[config.mk]
export PLATFORM = sky130hd
export DESIGN_NAME = segment_lcd_composer_framer
export DESIGN_NICKNAME = d
export VERILOG_FILES = /design/src/rtl/lcdcf_pkg.sv /design/src/rtl/lcdcf_front.sv /design/src/rtl/lcdcf_queue.sv /design/src/rtl/lcdcf_back.sv /design/src/rtl/segment_lcd_composer_framer.sv
export SDC_FILE = /design/constraint.sdc
export NUM_CORES = 1
export LEC_CHECK = 0
export ABC_AREA = 1
export BUFFER_PORTS_ARGS = -buffer_cell sky130_fd_sc_hd__buf_4
export CAP_MARGIN = 25
export CORE_UTILIZATION = 50
export CTS_CLUSTER_DIAMETER = 50
export CTS_CLUSTER_SIZE = 12
export DETAILED_ROUTE_END_ITERATION = 10
export PLACE_DENSITY = 0.66
export SYNTH_ARGS = -nofsm -noshare
export SYNTH_HDL_FRONTEND = slang
export SYNTH_HIERARCHICAL = 1
export SYNTH_SLANG_ARGS = --single-unit
[constraint.sdc]
create_clock -name clk -period 8.4 [get_ports clk]
set_input_delay 0.42 -clock clk [delete_from_list [all_inputs] [get_ports clk]]
set_output_delay 0.42 -clock clk [all_outputs]
set_load 0.05 [all_outputs]
[src/rtl/lcdcf_pkg.sv]
`default_nettype none
// ----------------------------------------------------------------------------
// lcdcf_pkg: shared types and constants for the segment LCD frame composer
// Command codes, panel format codes, segment table and the queue entry type.
// ----------------------------------------------------------------------------
package lcdcf_pkg;

	// command codes on the input stream
	localparam logic [3:0] FN_BIG        = 4'd0;
	localparam logic [3:0] FN_SMALL      = 4'd1;
	localparam logic [3:0] FN_DIGIT      = 4'd2;
	localparam logic [3:0] FN_UNIT       = 4'd3;
	localparam logic [3:0] FN_BLE        = 4'd4;
	localparam logic [3:0] FN_BATTERY    = 4'd5;
	localparam logic [3:0] FN_SMILEY     = 4'd6;
	localparam logic [3:0] FN_UPDATE     = 4'd7;
	localparam logic [3:0] FN_UPDATE_PAD = 4'd8;

	// panel formats
	localparam logic [1:0] PV_I2C  = 2'd0;
	localparam logic [1:0] PV_UART = 2'd1;
	localparam logic [1:0] PV_REV  = 2'd2;

	// symbol codes
	localparam logic signed [11:0] CODE_ONE = 12'sd1;
	localparam logic signed [11:0] CODE_TWO = 12'sd2;

	// segment bits and frame bytes
	localparam logic [7:0] SEG_MASK      = 8'hF7;
	localparam logic [7:0] SEG_UNIT_C    = 8'hA0;
	localparam logic [7:0] SEG_UNIT_F    = 8'h60;
	localparam logic [7:0] SEG_UNIT_KEEP = 8'h1F;
	localparam logic [7:0] SEG_HAPPY     = 8'h05;
	localparam logic [7:0] SEG_SAD       = 8'h06;
	localparam logic [7:0] SEG_FACE_KEEP = 8'hF8;
	localparam logic [7:0] SEG_BLE       = 8'h10;
	localparam logic [7:0] SEG_BLE_KEEP  = 8'hEF;
	localparam logic [7:0] SEG_POINT     = 8'h08;
	localparam logic [7:0] SEG_PT_KEEP   = 8'hF7;
	localparam logic [7:0] SEG_MINUS     = 8'h02;
	localparam logic [7:0] SEG_THOUSAND  = 8'h08;

	localparam logic [7:0] FB_I2C_MODE   = 8'h80;
	localparam logic [7:0] FB_I2C_START  = 8'h40;
	localparam logic [7:0] FB_I2C_CTRL   = 8'hC0;
	localparam logic [7:0] FB_ZERO       = 8'h00;
	localparam logic [7:0] FB_UART_SOF   = 8'hAA;
	localparam logic [7:0] FB_UART_EOF   = 8'h55;
	localparam logic [7:0] FB_REV_HEAD   = 8'h04;
	localparam logic [7:0] FB_REV_TAIL   = 8'hC8;

	// frame lengths in bytes
	localparam logic [4:0] LEN_I2C     = 5'd14;
	localparam logic [4:0] LEN_I2C_PAD = 5'd18;
	localparam logic [4:0] LEN_UART    = 5'd13;
	localparam logic [4:0] LEN_REV     = 5'd12;

	localparam int QUEUE_DEPTH_DEF = 2;

	// one decoded command: a masked buffer update or a frame request
	typedef struct packed {
		logic            is_frame;
		logic            padded;
		logic [5:0][7:0] keep;
		logic [5:0][7:0] set;
	} entry_t;

	typedef enum logic {
		BK_IDLE,
		BK_EMIT
	} back_state_t;

	function automatic logic [7:0] digit_seg(input logic [3:0] d);
		logic [7:0] s;
		case (d)
			4'd0:    s = 8'hF5;
			4'd1:    s = 8'h05;
			4'd2:    s = 8'hD3;
			4'd3:    s = 8'h97;
			4'd4:    s = 8'h27;
			4'd5:    s = 8'hB6;
			4'd6:    s = 8'hF6;
			4'd7:    s = 8'h15;
			4'd8:    s = 8'hF7;
			4'd9:    s = 8'hB7;
			default: s = 8'h00;
		endcase
		return s & SEG_MASK;
	endfunction

endpackage
`default_nettype wire

[src/rtl/lcdcf_front.sv]
`default_nettype none
// ----------------------------------------------------------------------------
// lcdcf_front: command intake and decode
// Registers a command with its digit estimates, then turns it into a
// masked buffer update or a frame request for the queue.
// ----------------------------------------------------------------------------
module lcdcf_front (
	input  wire               clk,
	input  wire               arst_n,
	input  wire               in_valid,
	output logic              in_ready,
	input  wire  [3:0]        in_func,
	input  wire  [11:0]       in_value,
	input  wire  [2:0]        in_position,
	input  wire               in_flag,
	output logic              push,
	output lcdcf_pkg::entry_t push_entry,
	input  wire               q_full
);
	import lcdcf_pkg::*;

	logic               s1_valid_q;
	logic [3:0]         func_s1;
	logic signed [11:0] value_s1;
	logic [2:0]         pos_s1;
	logic               flag_s1;
	logic [11:0]        mag_s1;
	logic [4:0]         q100_s1;
	logic [7:0]         t10_s1;

	logic [11:0] mag;
	logic [24:0] p100;
	logic [24:0] p10;
	logic [15:0] p205;
	logic [4:0]  t100;
	logic [7:0]  tens_w;
	logic [11:0] ones_w;
	logic [4:0]  hund_w;
	logic [3:0]  tens_d;
	logic [3:0]  ones_d;
	logic [3:0]  hund_d;
	logic        needs_push;
	logic        s1_done;
	entry_t      ent;

	// magnitude and reciprocal estimates of n/100 and n/10
	assign mag  = in_value[11] ? 12'(-in_value) : in_value;
	assign p100 = 25'(mag) * 25'd5243;
	assign p10  = 25'(mag) * 25'd6554;

	assign s1_done  = s1_valid_q && (!needs_push || !q_full);
	assign in_ready = !s1_valid_q || s1_done;
	assign push     = s1_valid_q && needs_push && !q_full;

	always_ff @(posedge clk or negedge arst_n) begin
		if (!arst_n) begin
			s1_valid_q <= 1'b0;
		end else if (in_ready) begin
			s1_valid_q <= in_valid;
		end
	end

	always_ff @(posedge clk) begin
		if (in_ready && in_valid) begin
			func_s1  <= in_func;
			value_s1 <= in_value;
			pos_s1   <= in_position;
			flag_s1  <= in_flag;
			mag_s1   <= mag;
			q100_s1  <= p100[23:19];
			t10_s1   <= p10[23:16];
		end
	end

	// digits from the registered estimates
	assign p205   = 16'(t10_s1) * 16'd205;
	assign t100   = p205[15:11];
	assign tens_w = t10_s1 - (8'({t100, 3'b000}) + 8'({t100, 1'b0}));
	assign ones_w = mag_s1 - (12'({t10_s1, 3'b000}) + 12'({t10_s1, 1'b0}));
	assign hund_w = (q100_s1 >= 5'd10) ? (q100_s1 - 5'd10) : q100_s1;
	assign tens_d = tens_w[3:0];
	assign ones_d = ones_w[3:0];
	assign hund_d = hund_w[3:0];

	always_comb begin
		needs_push   = 1'b0;
		ent.is_frame = 1'b0;
		ent.padded   = 1'b0;
		ent.keep     = {6{8'hFF}};
		ent.set      = '0;
		case (func_s1)
			FN_BIG: begin
				if (value_s1 <= 12'sd1999 && value_s1 >= -12'sd99) begin
					needs_push  = 1'b1;
					ent.keep[5] = 8'h00;
					ent.keep[4] = 8'h00;
					ent.keep[3] = 8'h00;
					if (value_s1 < 12'sd0) begin
						ent.set[5] = SEG_MINUS;
					end else if (value_s1 > 12'sd999) begin
						ent.set[5] = SEG_THOUSAND;
					end
					if (mag_s1 > 12'd99) begin
						ent.set[5] = ent.set[5] | digit_seg(hund_d);
					end
					ent.set[4] = (flag_s1 ? SEG_POINT : 8'h00) | digit_seg(tens_d);
					ent.set[3] = digit_seg(ones_d);
				end
			end
			FN_SMALL: begin
				if (value_s1 >= 12'sd0 && value_s1 <= 12'sd99) begin
					needs_push  = 1'b1;
					ent.keep[0] = 8'h00;
					ent.set[0]  = (flag_s1 ? SEG_POINT : 8'h00) | digit_seg(ones_d);
					ent.keep[1] = SEG_POINT;
					if (mag_s1 > 12'd9) begin
						ent.set[1] = digit_seg(tens_d);
					end
				end
			end
			FN_DIGIT: begin
				if (pos_s1 <= 3'd5 && pos_s1 != 3'd2 &&
				    value_s1 >= 12'sd0 && value_s1 <= 12'sd9) begin
					needs_push       = 1'b1;
					ent.keep[pos_s1] = 8'h00;
					ent.set[pos_s1]  = digit_seg(ones_d);
				end
			end
			FN_UNIT: begin
				needs_push  = 1'b1;
				ent.keep[2] = SEG_UNIT_KEEP;
				if (value_s1 == CODE_ONE) begin
					ent.set[2] = SEG_UNIT_C;
				end else if (value_s1 == CODE_TWO) begin
					ent.set[2] = SEG_UNIT_F;
				end
			end
			FN_BLE: begin
				needs_push  = 1'b1;
				ent.keep[2] = SEG_BLE_KEEP;
				ent.set[2]  = flag_s1 ? SEG_BLE : 8'h00;
			end
			FN_BATTERY: begin
				needs_push  = 1'b1;
				ent.keep[1] = SEG_PT_KEEP;
				ent.set[1]  = flag_s1 ? SEG_POINT : 8'h00;
			end
			FN_SMILEY: begin
				needs_push  = 1'b1;
				ent.keep[2] = SEG_FACE_KEEP;
				if (value_s1 == CODE_ONE) begin
					ent.set[2] = SEG_HAPPY;
				end else if (value_s1 == CODE_TWO) begin
					ent.set[2] = SEG_SAD;
				end
			end
			FN_UPDATE: begin
				needs_push   = 1'b1;
				ent.is_frame = 1'b1;
			end
			FN_UPDATE_PAD: begin
				needs_push   = 1'b1;
				ent.is_frame = 1'b1;
				ent.padded   = 1'b1;
			end
			default: begin
				needs_push = 1'b0;
			end
		endcase
	end

	assign push_entry = ent;

endmodule
`default_nettype wire

[src/rtl/lcdcf_queue.sv]
`default_nettype none
// ----------------------------------------------------------------------------
// lcdcf_queue: short command queue between decode and execution
// Register-based FIFO of decoded entries; depth must be a power of two, two or more, which the block does not enforce.
// ----------------------------------------------------------------------------
module lcdcf_queue #(
	parameter int DEPTH = lcdcf_pkg::QUEUE_DEPTH_DEF
) (
	input  wire               clk,
	input  wire               arst_n,
	input  wire               push,
	input  lcdcf_pkg::entry_t push_entry,
	output logic              full,
	input  wire               pop,
	output logic              valid,
	output lcdcf_pkg::entry_t head
);
	import lcdcf_pkg::*;

	localparam int AW = $clog2(DEPTH);

	entry_t          mem_q [DEPTH];
	logic [AW-1:0]   wr_ptr_q;
	logic [AW-1:0]   rd_ptr_q;
	logic [AW:0]     count_q;

	assign full  = (count_q == (AW+1)'(DEPTH));
	assign valid = (count_q != '0);
	assign head  = mem_q[rd_ptr_q];

	always_ff @(posedge clk or negedge arst_n) begin
		if (!arst_n) begin
			wr_ptr_q <= '0;
			rd_ptr_q <= '0;
			count_q  <= '0;
		end else begin
			if (push) begin
				wr_ptr_q <= wr_ptr_q + 1'b1;
			end
			if (pop) begin
				rd_ptr_q <= rd_ptr_q + 1'b1;
			end
			case ({push, pop})
				2'b10:   count_q <= count_q + 1'b1;
				2'b01:   count_q <= count_q - 1'b1;
				default: count_q <= count_q;
			endcase
		end
	end

	always_ff @(posedge clk) begin
		if (push) begin
			mem_q[wr_ptr_q] <= push_entry;
		end
	end

endmodule
`default_nettype wire

[src/rtl/lcdcf_back.sv]
`default_nettype none
// ----------------------------------------------------------------------------
// lcdcf_back: segment buffer and frame emitter
// Applies buffer updates from the queue, drops frame requests under an unknown
// format, and streams frames byte by byte through an output register.
// ----------------------------------------------------------------------------
module lcdcf_back (
	input  wire               clk,
	input  wire               arst_n,
	input  wire  [1:0]        variant,
	input  wire               q_valid,
	input  lcdcf_pkg::entry_t q_head,
	output logic              q_pop,
	output logic              out_valid,
	input  wire               out_ready,
	output logic [7:0]        out_byte,
	output logic              out_last
);
	import lcdcf_pkg::*;

	back_state_t     state_q;
	back_state_t     state_d;
	logic [4:0]      idx_q;
	logic [5:0][7:0] seg_buf_q;
	logic            out_valid_q;
	logic [7:0]      out_byte_q;
	logic            out_last_q;

	logic            known_variant;
	logic [4:0]      frame_len;
	logic            is_last;
	logic            load;
	logic            buf_wr;
	logic            start;
	logic [7:0]      byte_d;
	logic [7:0]      xor_b;

	function automatic logic [7:0] rev8(input logic [7:0] b);
		logic [7:0] r;
		for (int i = 0; i < 8; i++) begin
			r[i] = b[7-i];
		end
		return r;
	endfunction

	assign known_variant = (variant == PV_I2C) || (variant == PV_UART) || (variant == PV_REV);
	assign xor_b = seg_buf_q[0] ^ seg_buf_q[1] ^ seg_buf_q[2] ^
	               seg_buf_q[3] ^ seg_buf_q[4] ^ seg_buf_q[5];

	always_comb begin
		case (variant)
			PV_I2C:  frame_len = q_head.padded ? LEN_I2C_PAD : LEN_I2C;
			PV_UART: frame_len = LEN_UART;
			PV_REV:  frame_len = LEN_REV;
			default: frame_len = 5'd0;
		endcase
	end

	assign is_last = (idx_q == frame_len - 5'd1);

	// byte at the current frame position
	always_comb begin
		byte_d = FB_ZERO;
		case (variant)
			PV_I2C: begin
				case (idx_q)
					5'd0:    byte_d = FB_I2C_MODE;
					5'd1:    byte_d = FB_I2C_START;
					5'd3:    byte_d = seg_buf_q[0];
					5'd5:    byte_d = seg_buf_q[1];
					5'd7:    byte_d = seg_buf_q[2];
					5'd9:    byte_d = seg_buf_q[3];
					5'd11:   byte_d = seg_buf_q[4];
					5'd13:   byte_d = seg_buf_q[5];
					5'd2, 5'd4, 5'd6, 5'd8, 5'd10, 5'd12, 5'd14, 5'd16:
					         byte_d = FB_I2C_CTRL;
					default: byte_d = FB_ZERO;
				endcase
			end
			PV_UART: begin
				case (idx_q)
					5'd4:    byte_d = FB_UART_SOF;
					5'd5:    byte_d = seg_buf_q[5];
					5'd6:    byte_d = seg_buf_q[4];
					5'd7:    byte_d = seg_buf_q[3];
					5'd8:    byte_d = seg_buf_q[2];
					5'd9:    byte_d = seg_buf_q[1];
					5'd10:   byte_d = seg_buf_q[0];
					5'd11:   byte_d = xor_b;
					5'd12:   byte_d = FB_UART_EOF;
					default: byte_d = FB_ZERO;
				endcase
			end
			PV_REV: begin
				case (idx_q)
					5'd0:    byte_d = FB_REV_HEAD;
					5'd1:    byte_d = rev8(seg_buf_q[0]);
					5'd2:    byte_d = rev8(seg_buf_q[1]);
					5'd5:    byte_d = rev8(seg_buf_q[2]);
					5'd6:    byte_d = rev8(seg_buf_q[3]);
					5'd9:    byte_d = rev8(seg_buf_q[4]);
					5'd10:   byte_d = rev8(seg_buf_q[5]);
					5'd11:   byte_d = FB_REV_TAIL;
					default: byte_d = FB_ZERO;
				endcase
			end
			default: byte_d = FB_ZERO;
		endcase
	end

	// next state
	always_comb begin
		state_d = state_q;
		case (state_q)
			BK_IDLE: begin
				if (q_valid && q_head.is_frame && known_variant) begin
					state_d = BK_EMIT;
				end
			end
			BK_EMIT: begin
				if (load && is_last) begin
					state_d = BK_IDLE;
				end
			end
			default: state_d = BK_IDLE;
		endcase
	end

	// outputs
	always_comb begin
		load   = 1'b0;
		buf_wr = 1'b0;
		start  = 1'b0;
		q_pop  = 1'b0;
		case (state_q)
			BK_IDLE: begin
				if (q_valid) begin
					if (!q_head.is_frame) begin
						buf_wr = 1'b1;
						q_pop  = 1'b1;
					end else if (!known_variant) begin
						q_pop = 1'b1;
					end else begin
						start = 1'b1;
					end
				end
			end
			BK_EMIT: begin
				load  = !out_valid_q || out_ready;
				q_pop = load && is_last;
			end
			default: begin
				load = 1'b0;
			end
		endcase
	end

	always_ff @(posedge clk or negedge arst_n) begin
		if (!arst_n) begin
			state_q     <= BK_IDLE;
			idx_q       <= '0;
			seg_buf_q   <= '0;
			out_valid_q <= 1'b0;
		end else begin
			state_q <= state_d;
			if (start) begin
				idx_q <= '0;
			end else if (load) begin
				idx_q <= idx_q + 5'd1;
			end
			if (buf_wr) begin
				for (int i = 0; i < 6; i++) begin
					seg_buf_q[i] <= (seg_buf_q[i] & q_head.keep[i]) | q_head.set[i];
				end
			end
			if (load) begin
				out_valid_q <= 1'b1;
			end else if (out_ready) begin
				out_valid_q <= 1'b0;
			end
		end
	end

	always_ff @(posedge clk) begin
		if (load) begin
			out_byte_q <= byte_d;
			out_last_q <= is_last;
		end
	end

	assign out_valid = out_valid_q;
	assign out_byte  = out_byte_q;
	assign out_last  = out_last_q;

`ifndef SYNTHESIS
	a_emit_in_frame: assert property (@(posedge clk) disable iff (!arst_n)
		(state_q == BK_EMIT) |-> (q_valid && q_head.is_frame && idx_q < frame_len))
		else $error("emit position beyond frame length");
	a_last_ends_frame: assert property (@(posedge clk) disable iff (!arst_n)
		(load && is_last) |=> (state_q == BK_IDLE))
		else $error("frame did not end after last byte");
	a_buf_stable_emit: assert property (@(posedge clk) disable iff (!arst_n)
		(state_q == BK_EMIT) |=> $stable(seg_buf_q))
		else $error("segment buffer changed during a frame");
`endif

endmodule
`default_nettype wire

[src/rtl/segment_lcd_composer_framer.sv]
`default_nettype none
// ----------------------------------------------------------------------------
// segment_lcd_composer_framer: seven-segment thermometer LCD frame composer
// Keeps a six-byte segment buffer and emits it as a panel controller frame.
// ----------------------------------------------------------------------------
// Usage:
//   Slave stream: one command per beat. tuser carries the command code,
//   tdata carries value, position and flag. Number, digit and symbol
//   commands edit the segment buffer and produce no output beats; out of
//   range values are dropped. An update command streams the buffer on the
//   master side, one byte per beat, with tlast on the final byte.
//   Frames are 14 or 18 bytes (I2C pairs), 13 (UART with XOR check) or
//   12 (bit-reversed); with format code 3 an update emits nothing.
//   Flow: a command is registered in the intake register, then waits
//   in a short queue; the executor applies buffer edits at the queue head, and
//   an update there moves it to the emit state, which loads the output register.
//   Throughput: one frame byte per cycle while the receiver takes them; an
//   update occupies the executor until its last byte is loaded, set by its
//   byte counter; intake keeps decoding and queueing meanwhile.
//   Stall: a low m_axis_tready holds the output register and the byte
//   counter; once the queue fills, s_axis_tready drops.
//   Reset: buffer cleared, panel format 0, queue empty, no beat pending.
//   cfg_wdata is written when cfg_wen is high; write it only while idle.
// ----------------------------------------------------------------------------
module segment_lcd_composer_framer #(
	parameter int QUEUE_DEPTH = lcdcf_pkg::QUEUE_DEPTH_DEF
) (
	input  wire        clk,
	input  wire        arst_n,
	input  wire        s_axis_tvalid,
	output logic       s_axis_tready,
	input  wire [15:0] s_axis_tdata,   // value[11:0], position[14:12], flag[15]
	input  wire [3:0]  s_axis_tuser,   // func[3:0]
	output logic       m_axis_tvalid,
	input  wire        m_axis_tready,
	output logic [7:0] m_axis_tdata,   // frame_byte[7:0]
	output logic       m_axis_tlast,
	input  wire        cfg_wen,
	input  wire [1:0]  cfg_wdata
);
	import lcdcf_pkg::*;

	logic [1:0] panel_variant_q;
	logic       push;
	entry_t     push_entry;
	logic       q_full;
	logic       q_pop;
	logic       q_valid;
	entry_t     q_head;

	// panel format register
	always_ff @(posedge clk or negedge arst_n) begin
		if (!arst_n) begin
			panel_variant_q <= PV_I2C;
		end else if (cfg_wen) begin
			panel_variant_q <= cfg_wdata;
		end
	end

	// intake and decode
	lcdcf_front u_front (
		.clk         (clk),
		.arst_n      (arst_n),
		.in_valid    (s_axis_tvalid),
		.in_ready    (s_axis_tready),
		.in_func     (s_axis_tuser),
		.in_value    (s_axis_tdata[11:0]),
		.in_position (s_axis_tdata[14:12]),
		.in_flag     (s_axis_tdata[15]),
		.push        (push),
		.push_entry  (push_entry),
		.q_full      (q_full)
	);

	// hold decoded commands until the executor is free
	lcdcf_queue #(
		.DEPTH (QUEUE_DEPTH)
	) u_queue (
		.clk        (clk),
		.arst_n     (arst_n),
		.push       (push),
		.push_entry (push_entry),
		.full       (q_full),
		.pop        (q_pop),
		.valid      (q_valid),
		.head       (q_head)
	);

	// buffer edits and frame streaming
	lcdcf_back u_back (
		.clk       (clk),
		.arst_n    (arst_n),
		.variant   (panel_variant_q),
		.q_valid   (q_valid),
		.q_head    (q_head),
		.q_pop     (q_pop),
		.out_valid (m_axis_tvalid),
		.out_ready (m_axis_tready),
		.out_byte  (m_axis_tdata),
		.out_last  (m_axis_tlast)
	);

endmodule
`default_nettype wire

# Yosys cells after proc, flatten, opt, wreduce, memory -nomap -nowiden
# Memory sizes are Yosys's and may differ from the RTL's.
# Index checks and enable logic that the tools add are counted.
[totals]
register_bits = 116
ram_bits = 196
romBits = 672
output_inout_bits = 11
mem_count = 7
word_cells = 218
input_bits = 27
[classes]
n_mux = 72
magnitude_cmp = 13
bitwise = 23
n_reduce_logical = 33
eq_ne = 32
n_mul = 3
addsub = 12
[mem_list]
columns = ["name", "depth", "width", "read_ports", "rd_clocked_by_memory_dff", "wr", "line", "text"]
rows = [
  ["u_queue.mem_q", 2, 98, 1, 0, 1, "lcdcf_queue.sv:22", "entry_t mem_q [DEPTH];"],
  ["(no name shown)", 16, 7, 1, 0, 0, "lcdcf_pkg.sv:75", "case (d)"],
  ["(no name shown)", 16, 7, 1, 0, 0, "lcdcf_pkg.sv:75", ""],
  ["(no name shown)", 16, 7, 1, 0, 0, "lcdcf_pkg.sv:75", ""],
  ["(no name shown)", 16, 7, 1, 0, 0, "lcdcf_pkg.sv:75", ""],
  ["(no name shown)", 16, 7, 1, 0, 0, "lcdcf_pkg.sv:75", ""],
  ["+1 memories", "--", "--", "--", "--", "--", "--", ""],
]
[ops]
columns = ["op", "count"]
rows = [
  ["one-hot mux 8 bit (9 select lines)", 2],
  ["2-to-1 mux 8 bit", 16],
  ["2-to-1 mux 96 bit", 1],
  ["one-hot mux 24 bit (2 select lines)", 2],
  ["bitwise OR 8 bit", 9],
  ["one-hot mux 8 bit (3 select lines)", 3],
  ["one-hot mux 8 bit (4 select lines)", 2],
  ["one-hot mux 8 bit (8 select lines)", 1],
  ["AND 48 bit", 1],
  ["AND 8 bit", 6],
  ["2-to-1 mux 24 bit", 2],
  ["inverter 48 bit", 1],
  ["XOR 8 bit", 5],
  ["equality test 5 x 4 -> 1 bit, second input constant", 7],
  ["2-to-1 mux 16 bit", 2],
  ["one-hot mux 8 bit (2 select lines)", 2],
  ["demux 8 bit (select 3 bit)", 1],
  ["multiplier 12 x 13 -> 24 bit, second input constant", 1],
  ["multiplier 12 x 12 -> 23 bit, second input constant", 1],
  ["2-to-1 mux 1 bit", 22],
  ["equality test 5 x 3 -> 1 bit, second input constant", 4],
  ["2-to-1 mux 5 bit", 4],
  ["equality test 4 x 3 -> 1 bit, second input constant", 4],
  ["one-hot mux 5 bit (3 select lines)", 1],
  ["53 further kinds", 88],
]

# Logic depth before layout (Yosys ltp)
[logic_depth]
word_depth = 11
ltp_mapped = 35
ltp_nobuf = 34

# Modules after synthesis
# Netlist, hierarchy kept.
[modules_own_cells]
columns = ["module", "seq_area_each_um2", "cells_per_inst", "area_each_um2", "n_inst"]
rows = [
  ["lcdcf_front", 1346.3, 1234, 9979.6, 1],
  ["lcdcf_queue", 5985.7, 536, 7757.4, 1],
  ["lcdcf_back", 1646.6, 851, 5192.5, 1],
  ["segment_lcd_composer_framer", 50.0, 9, 76.3, 1],
]

# Worst setup path after synthesis
# Ideal clock, no wire load.
[synth_path]
path_kind = "reg-to-reg"
from = "register u_front.value_s1[11]"
to = "memory u_queue/mem_q[0][0] (netlist bit) (enable)"
period_less_slack_ps = 6301
arrival_time_ps = 5746
setup_slack_ps = 2099
path_buffers = 0
required_ps = 7845
setup_time_ps = 555
stages_incl_launch_ff = 14
cell_sequence = "edfxtp_1 -> inv_2 -> nand3_2 -> nor2_4 -> nand3_1 -> o21ai_1 -> nand2_2 -> inv_2 -> nand2_1 -> nand3_1 -> nand2_1 -> nor2_1 -> inv_1 -> nor2_1"
[synth_via]
elab_chain_cells = 9
word_cells_on_any_way = 17
classes_between = "order compare: 5; mux: 6; reduce/logical: 6"
[synth_rtl]
columns = ["element", "line", "text"]
rows = [
  ["from (decl)", "lcdcf_front.sv:24", "logic signed [11:0] value_s1;"],
  ["from (signal assigned)", "lcdcf_front.sv:66", "value_s1 <= in_value;"],
  ["greater-or-equal comparator 12 x 1 -> 1 bit", "lcdcf_front.sv:111, lcdcf_front.sv:123", ""],
  ["logical AND 1 bit", "lcdcf_front.sv:122", "if (pos_s1 <= 3'd5 && pos_s1 != 3'd2 &&"],
  ["logical AND 1 bit", "lcdcf_front.sv:123", "value_s1 >= 12'sd0 && value_s1 <= 12'sd9) begin"],
  ["2-to-1 mux 1 bit", "lcdcf_front.sv:122", ""],
  ["one-hot mux 1 bit (4 select lines) (*)", "lcdcf_front.sv:91", "case (func_s1)"],
  ["logical AND 1 bit (*) (2 in a row)", "lcdcf_front.sv:53", "assign push = s1_valid_q && needs_push && !q_full;"],
  ["via push", "segment_lcd_composer_framer.sv:44", "logic push;"],
  ["2-to-1 mux 1 bit (*)", "lcdcf_queue.sv:52", "if (push) begin"],
  ["2-to-1 mux 1 bit (not written as such) (*)", "lcdcf_queue.sv:53", "mem_q[wr_ptr_q] <= push_entry;"],
  ["to (decl)", "lcdcf_queue.sv:22", ""],
]
# The timed path passes the listed nets; every way through them passes the cells marked *.

# Final worst setup path
[layout_path]
from = "input s_axis_tdata[0]"
to = "register u_front.q100_s1[4] (data pin)"
[layout_via]
elab_chain_cells = 3
[layout_rtl]
columns = ["element", "line", "text"]
rows = [
  ["from (decl)", "segment_lcd_composer_framer.sv:32", "input wire [15:0] s_axis_tdata,"],
  ["negator 12 bit", "lcdcf_front.sv:47", "assign mag = in_value[11] ? 12'(-in_value) : in_value;"],
  ["2-to-1 mux 12 bit", "lcdcf_front.sv:47", ""],
  ["via u_front.mag[9]", "lcdcf_front.sv:31", "logic [11:0] mag;"],
  ["multiplier 12 x 13 -> 24 bit", "lcdcf_front.sv:48", "assign p100 = 25'(mag) * 25'd5243;"],
  ["via u_front.p100[23]", "lcdcf_front.sv:32", "logic [24:0] p100;"],
  ["to (signal assigned)", "lcdcf_front.sv:70", "q100_s1 <= p100[23:19];"],
  ["to (decl)", "lcdcf_front.sv:28", "logic [4:0] q100_s1;"],
]
# The timed path passes the listed nets, and every way through them passes these cells.
# A chain may end at the register's enable or synchronous reset.

==> metrics.txt <==
# TYPE chip_impl_metric gauge
chip_impl_metric{name="placeable_core_area",unit="sq mm"} 0.0454
chip_impl_metric{name="final_layout_size_suffix_gt1_share",unit="%"} 8.21
chip_impl_metric{name="grt_remaining_overflow",unit=""} 0
chip_impl_metric{name="insertedDiodeCount",unit=""} 0
chip_impl_metric{name="synth-edff-count",unit=""} 249
chip_impl_metric{name="drtPass1Iterations",unit=""} 5
chip_impl_info{name="rsz0062_at_grt",value="false"} 1
chip_impl_metric{name="post_cts_clock_slew_at_the_launch_and_capture_registers_of_the_worst_setup_and_hold_paths",unit="ps"} 60
chip_impl_metric{name="die-height",unit="microns"} 217
chip_impl_metric{name="gp_congestion",unit=""} 0.967
chip_impl_metric{name="synth_async_sr_flop_share",unit="%"} 19.9
chip_impl_metric{name="critical-path-max-stage-delay",unit="ps"} 700
chip_impl_metric{name="grt.met1_usage",unit="%"} 29.8
chip_impl_metric{name="synth.cell_area",unit="sq mm"} 0.0230
chip_impl_metric{name="place.port_buffers",unit=""} 37
chip_impl_metric{name="final_slew_viol_count",unit=""} 0
chip_impl_metric{name="drc",unit=""} 0
chip_impl_metric{name="per_cell_routed_wire_length",unit="microns"} 16.9
chip_impl_metric{name="place.detailed.hpwl",unit="microns"} 41400
chip_impl_metric{name="setup_total_negative_slack",unit="ps"} 0
chip_impl_metric{name="final.fill_count",unit=""} 4165
chip_impl_metric{name="yosysWarningCount",unit=""} 6
chip_impl_metric{name="final_net_count",unit=""} 2970
chip_impl_metric{name="area_growth",unit="%"} 7.01
chip_impl_info{name="cp_top_family",value="adder cells"} 1
chip_impl_info{name="end_kind",value="register"} 1
chip_impl_metric{name="worst-slew-pin-transition",unit="ps"} 1020
chip_impl_metric{name="detailroute.via_count",unit=""} 16900
chip_impl_metric{name="grt_antenna_before_repair",unit=""} 0
chip_impl_metric{name="multi_input_area",unit="sq mm"} 0.0113
chip_impl_metric{name="arrival",unit="ps"} 6180
chip_impl_metric{name="cap_violations",unit=""} 0
chip_impl_metric{name="start_util",unit="%"} 50.7
chip_impl_info{name="start_kind",value="input pin"} 1
chip_impl_info{name="root_buffer",value="sky130_fd_sc_hd__clkbuf_16"} 1
chip_impl_metric{name="htree_num_levels",unit=""} 2
chip_impl_info{name="crit_path_frequent_cell",value="sky130_fd_sc_hd__inv_1"} 1
chip_impl_metric{name="placementRows",unit=""} 78
chip_impl_metric{name="post_synth.cell_area_avg",unit="sq um"} 8.75
chip_impl_metric{name="detail_route.vias_per_cell",unit=""} 5.18
chip_impl_metric{name="grt_max_degree",unit=""} 97
chip_impl_metric{name="drt-initial-drc-count",unit=""} 1172
chip_impl_metric{name="wire_length_of_the_first_global_routing_pass",unit="microns"} 88600
chip_impl_metric{name="seq_area_frac_synth",unit="%"} 39.2
chip_impl_metric{name="clock_sink_count",unit=""} 311
chip_impl_metric{name="io_pins",unit=""} 38
chip_impl_metric{name="critPathBufInv",unit=""} 8
chip_impl_metric{name="clkLatencyLatePin",unit="ps"} 580
chip_impl_metric{name="number_of_global_route_vias_before_repair",unit=""} 16700
chip_impl_metric{name="synth.ff_latch_count",unit=""} 311
chip_impl_metric{name="layout_min_cycle_time",unit="ps"} 5850
chip_impl_info{name="clock_tree_from_tritoncts",value="built"} 1
chip_impl_info{name="timing.critical_path.slowest_stage_cell",value="sky130_fd_sc_hd__xor2_1"} 1
chip_impl_metric{name="global_route.usage.met3",unit="%"} 2.98
chip_impl_info{name="commonest_non_fill_non_tap_cell_in_the_layout",value="sky130_fd_sc_hd__nand2_1"} 1
chip_impl_metric{name="skew",unit="ps"} 45.5
chip_impl_metric{name="slew_headroom",unit="%"} 31.9
chip_impl_info{name="hp-class",value="input pin to register"} 1
chip_impl_metric{name="cts_inserted_buffers",unit=""} 38
chip_impl_metric{name="die_w",unit="microns"} 217
chip_impl_info{name="grt-busiest-layer",value="met2"} 1
chip_impl_metric{name="routed_wl",unit="microns"} 55000
chip_impl_metric{name="layout_worst_path_cycle_share",unit="%"} 69.7
chip_impl_metric{name="ctsLongestPathBuffers",unit=""} 3
chip_impl_metric{name="die_area",unit="sq mm"} 0.0469
chip_impl_metric{name="detail-route-antenna-nets",unit=""} 0
chip_impl_metric{name="grt_util_all_layers",unit="%"} 24.2
chip_impl_metric{name="synthDistinctLibCells",unit=""} 61
chip_impl_metric{name="fmax",unit="MHz"} 171
chip_impl_info{name="worst-setup-path-type",value="input pin to register"} 1
chip_impl_metric{name="seqCellArea",unit="sq mm"} 0.00903
chip_impl_metric{name="report.final.setup_viol",unit=""} 0
chip_impl_metric{name="cts_resized",unit=""} 0
chip_impl_metric{name="grt_util_met2",unit="%"} 43.5
chip_impl_info{name="synth_top_flop_cell",value="sky130_fd_sc_hd__edfxtp_1"} 1
chip_impl_info{name="most_frequent_cells_in_the_layout",value="677 x sky130_fd_sc_hd__nand2_1, 483 x sky130_fd_sc_hd__inv_1, 249 x sky130_fd_sc_hd__edfxtp_1"} 1
chip_impl_metric{name="critical_path.max_fanout",unit=""} 10
chip_impl_metric{name="timing.final.hold_violations",unit=""} 0
chip_impl_info{name="outcome",value="finished clean"} 1
chip_impl_metric{name="post_synth_inst_count",unit=""} 2630
chip_impl_metric{name="critical_path_required",unit="ps"} 8730
-- synthesized netlist by cell type (6+ instances only) --
master,n,area [sq um]
sky130_fd_sc_hd__xnor2_1,10,87.6
sky130_fd_sc_hd__a21oi_1,99,495
sky130_fd_sc_hd__nand3b_1,6,45.0
sky130_fd_sc_hd__nand3_1,137,686
sky130_fd_sc_hd__nand2_1,678,2540
sky130_fd_sc_hd__nor2_2,8,50.1
sky130_fd_sc_hd__fa_1,92,1840
sky130_fd_sc_hd__nor2_1,149,559
sky130_fd_sc_hd__buf_4,45,338
sky130_fd_sc_hd__inv_1,485,1820
sky130_fd_sc_hd__o21ai_1,14,70.1
sky130_fd_sc_hd__or2_2,8,50.1
sky130_fd_sc_hd__nor4_1,6,37.5
sky130_fd_sc_hd__nand4_1,11,68.8
sky130_fd_sc_hd__buf_6,9,101
sky130_fd_sc_hd__nor2_4,7,78.8
sky130_fd_sc_hd__o211ai_1,9,67.6
sky130_fd_sc_hd__buf_2,14,70.1
sky130_fd_sc_hd__buf_12,11,220
sky130_fd_sc_hd__o21ai_0,142,711
sky130_fd_sc_hd__o21ai_2,41,359
sky130_fd_sc_hd__nand2_2,10,62.6
sky130_fd_sc_hd__ha_1,221,2770
sky130_fd_sc_hd__clkbuf_1,17,63.8
sky130_fd_sc_hd__xor2_1,23,201
sky130_fd_sc_hd__dfrtp_1,62,1550
sky130_fd_sc_hd__edfxtp_1,249,7480
-- kinds of logic after synthesis --
group	after synthesis	synth area share [%]
other cells	2	0.0326
compound gates	335	8.55
xor+xnor	34	1.35
flops	311	39.2
fa+ha+maj	313	20.0
buf+inv	592	11.6
simple gates	1043	19.1
-- layout make-up --
class | count | area share, %
well taps | 600 | 3.05
clock inverters | 14 | 0.701
repair buffers | 57 | 1.86
multi-input cells | 1728 | 45.9
flip-flops and latches | 311 | 36.7
clock buffers | 52 | 4.16
inverters | 494 | 7.59
-- tightest hold or removal path, delay by kind of cell --
kind          cells  cell delay (ps)
buf+inv           2              110
simple gates      1               50
-- timing repair --
| action | CTS | global route |
|---|---|---|
| hold endpoints to repair | 7 | 0 |
| setup buffers | 0 | 0 |
| hold buffers | 4 | 0 |
-- flip-flops by register name, indices dropped and copies added (netlist names), 2 cells and up --
register	flops
u_front/pos_s1	3
u_back/out_byte	8
u_queue/mem_q	196
u_front/func_s1	4
u_back/seg_buf_q	48
u_front/mag_s1	11
u_front/value_s1	12
u_back/idx_q	5
u_front/q100_s1	5
u_front/t10_s1	8
u_queue/count_q	2
panel_variant_q	2
-- layer usage --
| layer | routed length (microns) | vias up |
|---|---|---|
| met5 | 0 | - |
| met4 | 1820 | 0 |
| met3 | 2000 | 100 |
| met2 | 27900 | 315 |
| met1 | 23200 | 8050 |
| li1 | - | 8406 |
-- path summary, 6_finish.rpt --
check | start | end | slack, ps | depth (start not counted)
hold / removal | s_axis_tvalid | u_front/s1_valid_q$_DFFE_PN0N_ | 30 | 3
min in group asynchronous | arst_n | panel_variant_q[1]$_DFFE_PN0P_ | 180 | 2
hold reg to reg | u_queue/count_q[1]$_DFFE_PN0P_ | u_queue/count_q[1]$_DFFE_PN0P_ | 490 | 2
setup / recovery | s_axis_tdata[0] | u_front/q100_s1[4]$_DFFE_PP_ | 2550 | 28
max in group asynchronous | arst_n | u_queue/rd_ptr_q$_DFFE_PN0P_ | 7080 | 3
setup reg to reg | u_front/t10_s1[1]$_DFFE_PP_ | u_queue/mem_q[1][33]$_DFFE_PP_ | 2900 | 32
-- metrics by stage --
step                      util, %  hold WS [ps]  setup slack, ps  instances  cell area [sq um]
after floorplan                 -           124             2100       2631              23000
after global placement       51.4           220             2140       3183              23300
after detailed placement     51.4           224             1930       3183              23300
after CTS                    54.2          7.19             2570       3253              24600
after global routing         54.2          33.9             2070       3256              24600
final                        54.2          33.2             2550       3256              24600
Power is not shown: default switching activity piles up to over one toggle a cycle in this logic, so the estimate is an artifact.
